==> src/sv/bcpg_pkg.sv <==
package bcpg_pkg;

    localparam int COORD_W = 32;
    localparam int RAD_W   = COORD_W - 1;
    localparam int MAG_W   = COORD_W + 1;
    localparam int PROD_W  = 2 * MAG_W;
    localparam int APB_DW  = 32;
    localparam int APB_AW  = 4;

    localparam logic [RAD_W-1:0] RAD_MAX = '1;

    localparam logic [1:0] REG_INIT_CX  = 2'd0;
    localparam logic [1:0] REG_INIT_CY  = 2'd1;
    localparam logic [1:0] REG_INIT_RAD = 2'd2;

    typedef struct packed {
        logic signed [COORD_W-1:0] point_x;
        logic signed [COORD_W-1:0] point_y;
        logic                      restart;
    } bcpg_in_t;

    typedef struct packed {
        logic signed [COORD_W-1:0] center_x;
        logic signed [COORD_W-1:0] center_y;
        logic        [RAD_W-1:0]   radius;
        logic                      grew;
    } bcpg_out_t;

    typedef enum logic [3:0] {
        S_IDLE,
        S_DIFF,
        S_SQ_GO,
        S_SQ_WAIT,
        S_CMP,
        S_TEST,
        S_RT_GO,
        S_RT_WAIT,
        S_K_CALC,
        S_K_GO,
        S_K_WAIT,
        S_DV_GO,
        S_DV_WAIT,
        S_UPD,
        S_OUT
    } bcpg_state_t;

endpackage

==> src/sv/bounding_circle_point_grow_unit.sv <==
// Channel   Ports                        Direction  Moves
// input     s_valid s_ready s_data       in         point_x, point_y, restart
// result    m_valid m_ready m_data       out        center_x, center_y, radius, grew
// config    psel penable pwrite paddr..  in/out     init_center_x/y, init_radius
//
// A point inside the circle needs only the 33-step bit-serial squaring.
// A point outside needs squaring, a 33-step root, a 33-step multiply by the
// radius growth and a 66-step restoring divide per axis.
// One point is in flight at a time; the next is taken once the result is in the
// output register, which holds it until m_ready.
// Synchronous active-low reset clears the circle and the init registers to zero.
module bounding_circle_point_grow_unit
    import bcpg_pkg::*;
(
    input  logic              aclk,
    input  logic              aresetn,
    input  logic              s_valid,
    output logic              s_ready,
    input  bcpg_in_t          s_data,
    output logic              m_valid,
    input  logic              m_ready,
    output bcpg_out_t         m_data,
    input  logic              psel,
    input  logic              penable,
    input  logic              pwrite,
    input  logic [APB_AW-1:0] paddr,
    input  logic [APB_DW-1:0] pwdata,
    output logic [APB_DW-1:0] prdata,
    output logic              pready
);

    bcpg_state_t state_reg, state_next;

    logic signed [COORD_W-1:0] init_cx_reg, init_cy_reg;
    logic        [RAD_W-1:0]   init_rad_reg;
    logic signed [COORD_W-1:0] cx_reg, cy_reg;
    logic        [RAD_W-1:0]   rad_reg;
    logic signed [COORD_W-1:0] px_reg, py_reg;
    logic        [MAG_W-1:0]   ax_reg, ay_reg;
    logic                      sx_reg, sy_reg;
    logic        [PROD_W-1:0]  dist2_reg, rr_reg;
    logic        [MAG_W-1:0]   d_reg, nr_reg;
    logic                      grew_reg;
    logic                      m_valid_reg;
    bcpg_out_t                 m_data_reg;

    logic                      cfg_wr;
    logic        [1:0]         cfg_idx;
    logic                      s_fire, out_load;
    logic                      mul_start, mul2_start, rt_start, dv_start;
    logic        [MAG_W-1:0]   k, mul0_a, mul1_a, rad_ext;
    logic        [MAG_W:0]     dx, dy, nr_sum;
    logic        [MAG_W:0]     delta_x, delta_y;
    logic        [COORD_W+1:0] cx_sum, cy_sum;
    logic                      mul0_done, mul1_done, mul2_done;
    logic        [PROD_W-1:0]  prod0, prod1, prod2;
    logic                      rt_done, rt_inexact;
    logic        [MAG_W-1:0]   rt_root;
    logic                      dv0_done, dv1_done;
    logic        [PROD_W-1:0]  quot0, quot1;

    // configuration port
    assign pready  = 1'b1;
    assign cfg_idx = paddr[3:2];
    assign cfg_wr  = psel && penable && pwrite;

    always_comb begin
        unique case (cfg_idx)
            REG_INIT_CX:  prdata = init_cx_reg;
            REG_INIT_CY:  prdata = init_cy_reg;
            REG_INIT_RAD: prdata = {1'b0, init_rad_reg};
            default:      prdata = '0;
        endcase
    end

    always_ff @(posedge aclk) begin
        if (!aresetn) begin
            init_cx_reg  <= '0;
            init_cy_reg  <= '0;
            init_rad_reg <= '0;
        end else if (cfg_wr) begin
            unique case (cfg_idx)
                REG_INIT_CX:  init_cx_reg  <= pwdata[COORD_W-1:0];
                REG_INIT_CY:  init_cy_reg  <= pwdata[COORD_W-1:0];
                REG_INIT_RAD: init_rad_reg <= pwdata[RAD_W-1:0];
                default:      ;
            endcase
        end
    end

    // next state
    always_comb begin
        state_next = state_reg;
        unique case (state_reg)
            S_IDLE:    if (s_valid) state_next = S_DIFF;
            S_DIFF:    state_next = S_SQ_GO;
            S_SQ_GO:   state_next = S_SQ_WAIT;
            S_SQ_WAIT: if (mul0_done) state_next = S_CMP;
            S_CMP:     state_next = S_TEST;
            S_TEST:    state_next = (dist2_reg > rr_reg) ? S_RT_GO : S_OUT;
            S_RT_GO:   state_next = S_RT_WAIT;
            S_RT_WAIT: if (rt_done) state_next = S_K_CALC;
            S_K_CALC:  state_next = S_K_GO;
            S_K_GO:    state_next = S_K_WAIT;
            S_K_WAIT:  if (mul0_done) state_next = S_DV_GO;
            S_DV_GO:   state_next = S_DV_WAIT;
            S_DV_WAIT: if (dv0_done) state_next = S_UPD;
            S_UPD:     state_next = S_OUT;
            S_OUT:     if (!m_valid_reg || m_ready) state_next = S_IDLE;
            default:   state_next = S_IDLE;
        endcase
    end

    // control outputs
    always_comb begin
        s_ready    = (state_reg == S_IDLE);
        mul_start  = (state_reg == S_SQ_GO) || (state_reg == S_K_GO);
        mul2_start = (state_reg == S_SQ_GO);
        rt_start   = (state_reg == S_RT_GO);
        dv_start   = (state_reg == S_DV_GO);
        out_load   = (state_reg == S_OUT) && (!m_valid_reg || m_ready);
    end

    assign s_fire = s_valid && s_ready;

    always_ff @(posedge aclk) begin
        if (!aresetn) begin
            state_reg <= S_IDLE;
        end else begin
            state_reg <= state_next;
        end
    end

    // datapath
    always_comb begin
        dx      = {{2{px_reg[COORD_W-1]}}, px_reg} - {{2{cx_reg[COORD_W-1]}}, cx_reg};
        dy      = {{2{py_reg[COORD_W-1]}}, py_reg} - {{2{cy_reg[COORD_W-1]}}, cy_reg};
        rad_ext = {2'b00, rad_reg};
        k       = nr_reg - rad_ext;
        mul0_a  = (state_reg == S_K_GO) ? k : ax_reg;
        mul1_a  = (state_reg == S_K_GO) ? k : ay_reg;
        nr_sum  = {1'b0, rad_ext} + {1'b0, d_reg} + (MAG_W+1)'(1);
        // move is bounded by the offset, so it fits in MAG_W bits
        delta_x = sx_reg ? -{1'b0, quot0[MAG_W-1:0]} : {1'b0, quot0[MAG_W-1:0]};
        delta_y = sy_reg ? -{1'b0, quot1[MAG_W-1:0]} : {1'b0, quot1[MAG_W-1:0]};
        cx_sum  = {{2{cx_reg[COORD_W-1]}}, cx_reg} + delta_x;
        cy_sum  = {{2{cy_reg[COORD_W-1]}}, cy_reg} + delta_y;
    end

    always_ff @(posedge aclk) begin
        if (!aresetn) begin
            cx_reg   <= '0;
            cy_reg   <= '0;
            rad_reg  <= '0;
            grew_reg <= 1'b0;
        end else begin
            if (s_fire) begin
                grew_reg <= 1'b0;
                if (s_data.restart) begin
                    cx_reg  <= init_cx_reg;
                    cy_reg  <= init_cy_reg;
                    rad_reg <= init_rad_reg;
                end
            end
            if (state_reg == S_UPD) begin
                cx_reg   <= cx_sum[COORD_W-1:0];
                cy_reg   <= cy_sum[COORD_W-1:0];
                rad_reg  <= (nr_reg > {2'b00, RAD_MAX}) ? RAD_MAX : nr_reg[RAD_W-1:0];
                grew_reg <= 1'b1;
            end
        end
    end

    always_ff @(posedge aclk) begin
        if (s_fire) begin
            px_reg <= s_data.point_x;
            py_reg <= s_data.point_y;
        end
        if (state_reg == S_DIFF) begin
            sx_reg <= dx[MAG_W];
            sy_reg <= dy[MAG_W];
            ax_reg <= dx[MAG_W] ? MAG_W'(-dx) : dx[MAG_W-1:0];
            ay_reg <= dy[MAG_W] ? MAG_W'(-dy) : dy[MAG_W-1:0];
        end
        if (state_reg == S_CMP) begin
            dist2_reg <= prod0 + prod1;
            rr_reg    <= prod2;
        end
        if ((state_reg == S_RT_WAIT) && rt_done) begin
            d_reg <= rt_root + MAG_W'(rt_inexact);
        end
        if (state_reg == S_K_CALC) begin
            nr_reg <= nr_sum[MAG_W:1];
        end
    end

    // output register
    always_ff @(posedge aclk) begin
        if (!aresetn) begin
            m_valid_reg <= 1'b0;
        end else if (out_load) begin
            m_valid_reg <= 1'b1;
        end else if (m_ready) begin
            m_valid_reg <= 1'b0;
        end
    end

    always_ff @(posedge aclk) begin
        if (out_load) begin
            m_data_reg.center_x <= cx_reg;
            m_data_reg.center_y <= cy_reg;
            m_data_reg.radius   <= rad_reg;
            m_data_reg.grew     <= grew_reg;
        end
    end

    assign m_valid = m_valid_reg;
    assign m_data  = m_data_reg;

    bcpg_mul #(.OP_W(MAG_W)) u_mul0 (
        .aclk(aclk), .aresetn(aresetn), .start(mul_start),
        .a(mul0_a), .b(ax_reg), .done(mul0_done), .prod(prod0)
    );

    bcpg_mul #(.OP_W(MAG_W)) u_mul1 (
        .aclk(aclk), .aresetn(aresetn), .start(mul_start),
        .a(mul1_a), .b(ay_reg), .done(mul1_done), .prod(prod1)
    );

    bcpg_mul #(.OP_W(MAG_W)) u_mul2 (
        .aclk(aclk), .aresetn(aresetn), .start(mul2_start),
        .a(rad_ext), .b(rad_ext), .done(mul2_done), .prod(prod2)
    );

    bcpg_sqrt #(.ROOT_W(MAG_W)) u_sqrt (
        .aclk(aclk), .aresetn(aresetn), .start(rt_start),
        .radicand(dist2_reg), .done(rt_done), .root(rt_root), .inexact(rt_inexact)
    );

    bcpg_div #(.NUM_W(PROD_W), .DEN_W(MAG_W)) u_div0 (
        .aclk(aclk), .aresetn(aresetn), .start(dv_start),
        .num(prod0), .den(d_reg), .done(dv0_done), .quot(quot0)
    );

    bcpg_div #(.NUM_W(PROD_W), .DEN_W(MAG_W)) u_div1 (
        .aclk(aclk), .aresetn(aresetn), .start(dv_start),
        .num(prod1), .den(d_reg), .done(dv1_done), .quot(quot1)
    );

    a_mul_lockstep: assert property (@(posedge aclk) disable iff (!aresetn)
        mul0_done == mul1_done)
        else $error("multipliers out of step");

    a_sq_lockstep: assert property (@(posedge aclk) disable iff (!aresetn)
        (state_reg == S_SQ_WAIT) |-> (mul0_done == mul2_done))
        else $error("radius square out of step");

    a_div_lockstep: assert property (@(posedge aclk) disable iff (!aresetn)
        dv0_done == dv1_done)
        else $error("dividers out of step");

    a_grow_pos: assert property (@(posedge aclk) disable iff (!aresetn)
        (state_reg == S_UPD) |-> (nr_reg > rad_ext))
        else $error("new radius not larger than old");

    a_accept_next: assert property (@(posedge aclk) disable iff (!aresetn)
        s_fire |=> (state_reg == S_DIFF))
        else $error("accepted point not started");

endmodule

==> src/sv/bcpg_mul.sv <==
module bcpg_mul
    import bcpg_pkg::*;
#(
    parameter int OP_W = MAG_W
) (
    input  logic                aclk,
    input  logic                aresetn,
    input  logic                start,
    input  logic [OP_W-1:0]     a,
    input  logic [OP_W-1:0]     b,
    output logic                done,
    output logic [2*OP_W-1:0]   prod
);

    localparam int CNT_W = $clog2(OP_W + 1);

    logic [OP_W-1:0]   mcand_reg;
    logic [2*OP_W-1:0] prod_reg, prod_next;
    logic [CNT_W-1:0]  cnt_reg, cnt_next;
    logic              busy_reg, busy_next;
    logic              done_reg, done_next;
    logic [OP_W:0]     sum;
    logic              last;

    // shift-add: multiplier bits leave the low half as product bits enter the top
    always_comb begin
        sum  = {1'b0, prod_reg[2*OP_W-1:OP_W]} + (prod_reg[0] ? {1'b0, mcand_reg} : '0);
        last = (cnt_reg == CNT_W'(OP_W - 1));
    end

    always_comb begin
        prod_next = prod_reg;
        cnt_next  = cnt_reg;
        busy_next = busy_reg;
        done_next = 1'b0;
        if (start) begin
            prod_next = {{OP_W{1'b0}}, b};
            cnt_next  = '0;
            busy_next = 1'b1;
        end else if (busy_reg) begin
            prod_next = {sum, prod_reg[OP_W-1:1]};
            cnt_next  = cnt_reg + 1'b1;
            if (last) begin
                busy_next = 1'b0;
                done_next = 1'b1;
            end
        end
    end

    always_ff @(posedge aclk) begin
        if (!aresetn) begin
            cnt_reg  <= '0;
            busy_reg <= 1'b0;
            done_reg <= 1'b0;
        end else begin
            cnt_reg  <= cnt_next;
            busy_reg <= busy_next;
            done_reg <= done_next;
        end
    end

    always_ff @(posedge aclk) begin
        if (start) begin
            mcand_reg <= a;
        end
        prod_reg <= prod_next;
    end

    assign done = done_reg;
    assign prod = prod_reg;

endmodule

==> src/sv/bcpg_sqrt.sv <==
module bcpg_sqrt
    import bcpg_pkg::*;
#(
    parameter int ROOT_W = MAG_W
) (
    input  logic                aclk,
    input  logic                aresetn,
    input  logic                start,
    input  logic [2*ROOT_W-1:0] radicand,
    output logic                done,
    output logic [ROOT_W-1:0]   root,
    output logic                inexact
);

    localparam int CNT_W = $clog2(ROOT_W + 1);

    logic [2*ROOT_W-1:0] rad_reg, rad_next;
    logic [ROOT_W+1:0]   rem_reg, rem_next;
    logic [ROOT_W-1:0]   root_reg, root_next;
    logic [CNT_W-1:0]    cnt_reg, cnt_next;
    logic                busy_reg, busy_next;
    logic                done_reg, done_next;
    logic [ROOT_W+3:0]   rem_sh, trial, diff;
    logic                ge;

    // one root bit per cycle, two radicand bits consumed
    always_comb begin
        rem_sh = {rem_reg, rad_reg[2*ROOT_W-1:2*ROOT_W-2]};
        trial  = {2'b00, root_reg, 2'b01};
        ge     = (rem_sh >= trial);
        diff   = rem_sh - trial;
    end

    always_comb begin
        rad_next  = rad_reg;
        rem_next  = rem_reg;
        root_next = root_reg;
        cnt_next  = cnt_reg;
        busy_next = busy_reg;
        done_next = 1'b0;
        if (start) begin
            rad_next  = radicand;
            rem_next  = '0;
            root_next = '0;
            cnt_next  = '0;
            busy_next = 1'b1;
        end else if (busy_reg) begin
            rad_next  = {rad_reg[2*ROOT_W-3:0], 2'b00};
            rem_next  = ge ? diff[ROOT_W+1:0] : rem_sh[ROOT_W+1:0];
            root_next = {root_reg[ROOT_W-2:0], ge};
            cnt_next  = cnt_reg + 1'b1;
            if (cnt_reg == CNT_W'(ROOT_W - 1)) begin
                busy_next = 1'b0;
                done_next = 1'b1;
            end
        end
    end

    always_ff @(posedge aclk) begin
        if (!aresetn) begin
            cnt_reg  <= '0;
            busy_reg <= 1'b0;
            done_reg <= 1'b0;
        end else begin
            cnt_reg  <= cnt_next;
            busy_reg <= busy_next;
            done_reg <= done_next;
        end
    end

    always_ff @(posedge aclk) begin
        rad_reg  <= rad_next;
        rem_reg  <= rem_next;
        root_reg <= root_next;
    end

    assign done    = done_reg;
    assign root    = root_reg;
    assign inexact = (rem_reg != '0);

endmodule

==> src/sv/bcpg_div.sv <==
module bcpg_div
    import bcpg_pkg::*;
#(
    parameter int NUM_W = PROD_W,
    parameter int DEN_W = MAG_W
) (
    input  logic              aclk,
    input  logic              aresetn,
    input  logic              start,
    input  logic [NUM_W-1:0]  num,
    input  logic [DEN_W-1:0]  den,
    output logic              done,
    output logic [NUM_W-1:0]  quot
);

    localparam int CNT_W = $clog2(NUM_W + 1);

    logic [NUM_W-1:0] num_reg, num_next;
    logic [DEN_W-1:0] den_reg;
    logic [DEN_W-1:0] rem_reg, rem_next;
    logic [CNT_W-1:0] cnt_reg, cnt_next;
    logic             busy_reg, busy_next;
    logic             done_reg, done_next;
    logic [DEN_W:0]   rs, dif;
    logic             ge;

    // restoring division; quotient bits shift in where numerator bits leave
    always_comb begin
        rs  = {rem_reg, num_reg[NUM_W-1]};
        ge  = (rs >= {1'b0, den_reg});
        dif = rs - {1'b0, den_reg};
    end

    always_comb begin
        num_next  = num_reg;
        rem_next  = rem_reg;
        cnt_next  = cnt_reg;
        busy_next = busy_reg;
        done_next = 1'b0;
        if (start) begin
            num_next  = num;
            rem_next  = '0;
            cnt_next  = '0;
            busy_next = 1'b1;
        end else if (busy_reg) begin
            num_next = {num_reg[NUM_W-2:0], ge};
            rem_next = ge ? dif[DEN_W-1:0] : rs[DEN_W-1:0];
            cnt_next = cnt_reg + 1'b1;
            if (cnt_reg == CNT_W'(NUM_W - 1)) begin
                busy_next = 1'b0;
                done_next = 1'b1;
            end
        end
    end

    always_ff @(posedge aclk) begin
        if (!aresetn) begin
            cnt_reg  <= '0;
            busy_reg <= 1'b0;
            done_reg <= 1'b0;
        end else begin
            cnt_reg  <= cnt_next;
            busy_reg <= busy_next;
            done_reg <= done_next;
        end
    end

    always_ff @(posedge aclk) begin
        if (start) begin
            den_reg <= den;
        end
        num_reg <= num_next;
        rem_reg <= rem_next;
    end

    assign done = done_reg;
    assign quot = num_reg;

endmodule

==> config.mk <==
export PLATFORM = sky130hd
export DESIGN_NAME = bounding_circle_point_grow_unit
export DESIGN_NICKNAME = d
export VERILOG_FILES = /design/src/sv/bcpg_pkg.sv /design/src/sv/bounding_circle_point_grow_unit.sv /design/src/sv/bcpg_mul.sv /design/src/sv/bcpg_sqrt.sv /design/src/sv/bcpg_div.sv
export SDC_FILE = /design/constraint.sdc
export NUM_CORES = 2
export LEC_CHECK = 0
export ABC_AREA = 1
export BUFFER_PORTS_ARGS = -buffer_cell sky130_fd_sc_hd__buf_2
export CORE_MARGIN = 3
export CORE_UTILIZATION = 40
export DETAILED_ROUTE_END_ITERATION = 10
export RECOVER_POWER = 100
export SLEW_MARGIN = 25
export SYNTH_ARGS = -nofsm -noshare
export SYNTH_HDL_FRONTEND = slang
export SYNTH_SLANG_ARGS = --single-unit
==> constraint.sdc <==
create_clock -name aclk -period 11.49 [get_ports aclk]
set_input_delay 2.298 -clock aclk [delete_from_list [all_inputs] [get_ports aclk]]
set_output_delay 2.298 -clock aclk [all_outputs]
set_load 0.02 [all_outputs]
# Word-level counts from Yosys, hierarchy flattened
# Cells that the tools add are included.
# Widths: inputs -> output; s select.
[op_classes]
order_cmp = 5
n_reduce_logical = 32
n_eq_ne = 28
bitwise = 4
n_addsub = 25
muxes = 68
[ops]
columns = ["operator", "n"]
rows = [
  ["$mux 33", 12],
  ["$mux 66", 6],
  ["$mux 32", 8],
  ["$mux 31", 7],
  ["$pmux 32 s3", 1],
  ["$add 33x33->34", 2],
  ["$ge 34x33->1", 2],
  ["$add 66x66->66", 1],
  ["$gt 66x66->1", 1],
  ["$neg 33->33", 2],
  ["$sub 32x32->33", 2],
  ["$sub 33x33->33", 2],
  ["$add 32x32->32", 2],
  ["$neg 32->32", 2],
  ["$pmux 4 s15", 1],
  ["$ge 37x35->1", 1],
  ["$mux 35", 1],
  ["$reduce_bool 35->1", 1],
  ["$sub 35x35->35", 1],
  ["$add 31x33->34", 1],
  ["$add 33x31->34", 1],
  ["$add 34x1->34 const B", 1],
  ["$add 33x1->33", 1],
  ["$gt 33x31->1 const B", 1],
  ["26 further kinds", 102],
]
[totals]
elab_cells = 217
out_inout_bits = 131
register_bits = 1329
in_bits = 108

# Logic depth before layout (Yosys ltp)
[depth]
ltp_word = 4
depth_mapped = 26
depth_no_buf = 26

# Cells and area by module
# From an unflattened synthesis, not the netlist that was laid out.
[hier_totals]
hier_cells = 12423
hier_area_um2 = 89603.4
[modules_own_cells]
columns = ["module", "n_inst", "cells_each", "seq_area_each_um2", "area_per_inst_um2"]
rows = [
  ["bounding_circle_point_grow_unit", 1, 5936, 16716.0, 44192.4],
  ["bcpg_div", 2, 1164, 3813.7, 8449.4],
  ["bcpg_mul at u_mul1 ...", 2, 967, 2802.7, 6658.9],
  ["bcpg_sqrt", 1, 1257, 3503.4, 8536.9],
  ["bcpg_mul at u_mul0", 1, 968, 2802.7, 6657.6],
]

# Least setup slack after synthesis
# OpenSTA, ideal clock, no wires.
[synth_timing]
path_kind = "input to register"
from = "in m_ready"
to = "reg m_data_reg (netlist bit m_data[0]) (enable)"
setup_slack_ns = 4.611
path_buffers = 0
setup_time_ns = 0.551
cell_stages = 2
arrival_ns = 6.328
required_ns = 10.939
cell_sequence = "nor2_1 > nor2_1"
[synth_between]
elab_chain_cells = 2
[synth_rtl]
columns = ["item", "line", "source"]
rows = [
  ["start, declared", "bounding_circle_point_grow_unit.sv:21", "input logic m_ready,"],
  ["$logic_or 1x1->1", "bounding_circle_point_grow_unit.sv:121", "out_load = (state_reg == S_OUT) && (!m_valid_reg || m_ready);"],
  ["$logic_and 1x1->1", "bounding_circle_point_grow_unit.sv:121", ""],
  ["named net out_load", "bounding_circle_point_grow_unit.sv:49", "logic s_fire, out_load;"],
  ["end, declared", "bounding_circle_point_grow_unit.sv:45", "bcpg_out_t m_data_reg;"],
]
# The timed path passes the listed nets, and every way through them passes these cells.
# A chain may end at the register's enable or synchronous reset.

# Worst setup path in the final report
[layout_timing]
from = "reg state_reg[3]"
to = "reg u_div0.num_reg[0] (netlist: u_div0.quot[0]), data pin"
[layout_between]
elab_chain_cells = 2
[layout_rtl]
columns = ["item", "line", "source"]
rows = [
  ["start, declared", "bounding_circle_point_grow_unit.sv:32", "bcpg_state_t state_reg, state_next;"],
  ["start signal, assigned", "bounding_circle_point_grow_unit.sv:130", "state_reg <= state_next;"],
  ["$eq 4x4->1", "bounding_circle_point_grow_unit.sv:120", "dv_start = (state_reg == S_DV_GO);"],
  ["$mux 66", "bcpg_div.sv:40", "if (start) begin"],
  ["named net u_div0.num_next[0]", "bcpg_div.sv:18", "logic [NUM_W-1:0] num_reg, num_next;"],
  ["end signal, assigned", "bcpg_div.sv:72", "num_reg <= num_next;"],
  ["end, declared", "bcpg_div.sv:18", ""],
]
# The timed path passes the listed nets, and every way through them passes these cells.

==> key figures <==
Synthesis
  • Avg Cell Area, Syn: 7.66 um2
  • Adder-cell share of the synthesized area: roughly 8.4%
  • Synth async-reset ratio: 0%
  • Area contributors post-synth: edfxtp_1 30%, nand2_1 12%, dfxtp_1 11%
  • Unique masters post-synth: 65
  • Area share of the leading cell type in the synthesized netlist: between 30% and 40%
  • Largest family of logic cells by synthesized area: simple AND/OR/NAND/NOR gates
  • Yosys Warn Count: 0
  • Post-synth EDFFs: 851
  • Mapped Area: between 80000 and 90000 um2
  • Post-synthesis sequential area ratio: 41.8%
  • Synth Flop Type: edfxtp_1
  • Cell taking the most area after synthesis: edfxtp_1
  • Synth cell count leaders: 2705 x nand2_1, 1581 x inv_1, 939 x o21ai_0
  • Syn_nets: about 12000
  • Mux share of post-synthesis cell area: 0%
  • Cells after Synth: 11000
  • Most common cell in the synthesized netlist: nand2_1
  • Post-Synth Simple-Gate Area: around 23%
  • Synth Area in Compound Gates: ~15%
  • Flops & latches, synth: between 1000 and 1500
  • Post-Synth XOR/XNOR Area: around 4.0%

STA
  • Final Hold Fails: 0
  • Final setup fails: 0
  • Final TNS setup: 0 ns
  • RSZ-0062 raised after global routing: false
  • FMAX: 118 MHz
  • Fin. max-slew vios: between 1500 and 2000
  • Min Tclk post-route: 8.45 ns
  • Tcrit/Tclk final: between 70 and 80%
  • Worst-Margin Slew: approximately 4.4 ns
  • Clock Skews: 0.0337 ns
  • Slew HR: -194%

Power
  • Lkg Pwr: 0.0409 uW
  • Pwr/cell area: 203 nW/um2
  • Peak supply drop: 0.173 mV

Critical path
  • Startpoint Class: flop
  • Nature of the critical path endpoint: flop
  • Reg2Reg Capture Point: u_div0.quot[0]
  • CP arrival: 8.86 ns
  • Worst reg-to-reg setup slack: 3.04 ns
  • R2r startpoint: state_reg[3]
  • Beginning of the critical path: state_reg[3]
  • CP required: 11.89 ns
  • Largest fanout on the critical path: 61
  • Critical Path End: u_div0.quot[0]
  • R2R depth: 7
  • WS Path Type: reg2reg

Drt
  • WL final: 298000 um
  • Detailed-route DRC error count: 0
  • Antenna Nets Post-Route: 0
  • DR iter-0 viols: between 7000 and 8000
  • Vias/cell: roughly 5.4
  • Initial DRT Pass Iterations: 6
  • WL/cell: 21.2 um
  • DR vias: 75800

Floorplanning
  • Area of the die: 215000 um2
  • Core box area: slightly above 200000 um2
  • Rows: 167
  • Initial Util: 40.4%
  • Die Wd: 464 um
  • Die Span Y: about 460 um
  • Io pins: 239

Clocking
  • CTS tree: built
  • Num CTS Buffers: 156
  • Htree depth: 4
  • Post-CTS Setup Bufs: 0
  • Hold-fix buffers at CTS: 0
  • Clk slew on worst S/H paths: 0.06 ns
  • Root Driver: clkbuf_16
  • Clock sinks: 1329
  • Post-cts resize count: 0
  • Clk_lat worst skew: 0.83 ns
  • CTS max path bufs: 3

Placed design
  • Port-buffer cells: 235
  • DP HPWL: 237000 um
  • Placed cell count: 13800
  • RD Place Congestion: 0.987

Min path
  • Worst Hold Class: reg2reg
  • Worst hold path depth: 0

Global route
  • Total grt overflow: 0
  • Initial antenna violation count: 43
  • Vias in the first global route: between 60000 and 70000
  • First-pass GRT wire length: 439000 um
  • Overall Global Routing Usage: 26.7%
  • Largest net degree at the start of global routing: 104

Layout
  • Final net count: approximately 12000
  • Non-filler cells in the finished layout: between 10000 and 15000
  • Fill cells: about 21000
  • Max reg flops: 96
  • Share of cells above drive strength 1: approximately 4.3%
  • Final Util: 44.7%
  • Layout Area Growth over Synthesis: 10.7%

Outcome
  • Failing checks: max-capacitance violations, max-slew violations
  • Outcome: complete, but fails checks

Job
  • Max Cap Viol: 35
cell usage in the layout (no fill, tap or decap), types with 45 or more instances in the layout:
cell type / netlist / final
nor2_1: 917 / 913
nand4_1: 116 / 116
o22ai_1: 45 / 45
clkbuf_1: 217 / 202
a21oi_1: 801 / 801
clkbuf_16: 0 / 156
nand2_1: 2705 / 2712
nor3_1: 123 / 127
xnor2_1: 105 / 105
o21ai_0: 939 / 945
buf_2: 25 / 96
xor2_1: 276 / 276
nand3_1: 547 / 547
edfxtp_1: 851 / 851
ha_1: 544 / 544
inv_1: 1581 / 1577
o21bai_1: 57 / 57
a31oi_1: 58 / 58
dfxtp_1: 478 / 477
a21o_1: 66 / 66
worst min path at each step:
stage,from,to,slack (ns)
2_1_floorplan,u_mul2.prod[31],rr_reg[31],0.41
3_3_place_gp,grew_reg,m_data[0],0.42
3_5_place_dp,grew_reg,m_data[0],0.42
4_1_cts,u_mul2.prod[19],rr_reg[19],0.42
5_1_grt,grew_reg,m_data[0],0.45
6_report,u_mul2.prod[19],rr_reg[19],0.43
routing by layer:
layer | vias to the layer above | routed length [um] | part of all wire (%) | GRT usage (%)
li1 | 36900 | - | - | -
met1 | 35600 | 137000 | 46 | 38.9
met2 | 2994 | 126000 | 42 | 40.0
met3 | 407 | 24800 | 8.3 | 4.52
met4 | 8 | 10200 | 3.4 | 8.55
met5 | - | 56 | 0.019 | 0
per-stage QoR:
step                      area [um2]  worst slack, ns  power (uW)  hold WS, ns
after floorplan                84000             4.61       11400        0.408
after global placement         88000             4.73       13600        0.415
after detailed placement       88000             4.72       13700        0.417
after CTS                      93300             4.72       18800        0.425
after global routing           92900             2.47       20000        0.449
final                          92900             3.04       18900        0.434
where the power goes:
part / total [uW] / internal [uW] / switching (uW)
sequential: 6770 / 6050 / 721
clock: 5130 / 2960 / 2170
combinational: 6980 / 2230 / 4750
total: 18900 / 11200 / 7640
kinds of logic after synthesis:
logic type / after synthesis
and+or+nand+nor: 4596
AOI/OAI and AO/OA: 2210
DFF: 1329
adders and majority gates: 556
buffers and inverters: 1892
other: 1
xor gates and xnor gates: 382
layout make-up:
| type | count | area (um2) | area share [%] |
|---|---|---|---|
| Timing Repair Buffer | 285 | 1280 | 1.37 |
| Inverter | 1620 | 6090 | 6.56 |
| Multi-Input combinational cell | 7745 | 41600 | 44.8 |
| Tap cell | 2788 | 3490 | 3.75 |
| Clock inverter | 87 | 1060 | 1.14 |
| Clock buffer | 204 | 4220 | 4.55 |
| Antenna cell | 17 | 42.5 | 0.0458 |
| Sequential cell | 1329 | 35100 | 37.8 |
critical path: stages (launching register included):
cell and delay [ns]:
dfxtp_1 0.38, inv_1 0.09, nor2_1 0.15, inv_1 0.13
nor2_1 0.27, clkbuf_1 1.77, clkinvlp_2 3.16, a31oi_1 2.04
Power figures use the tool's default switching activity.
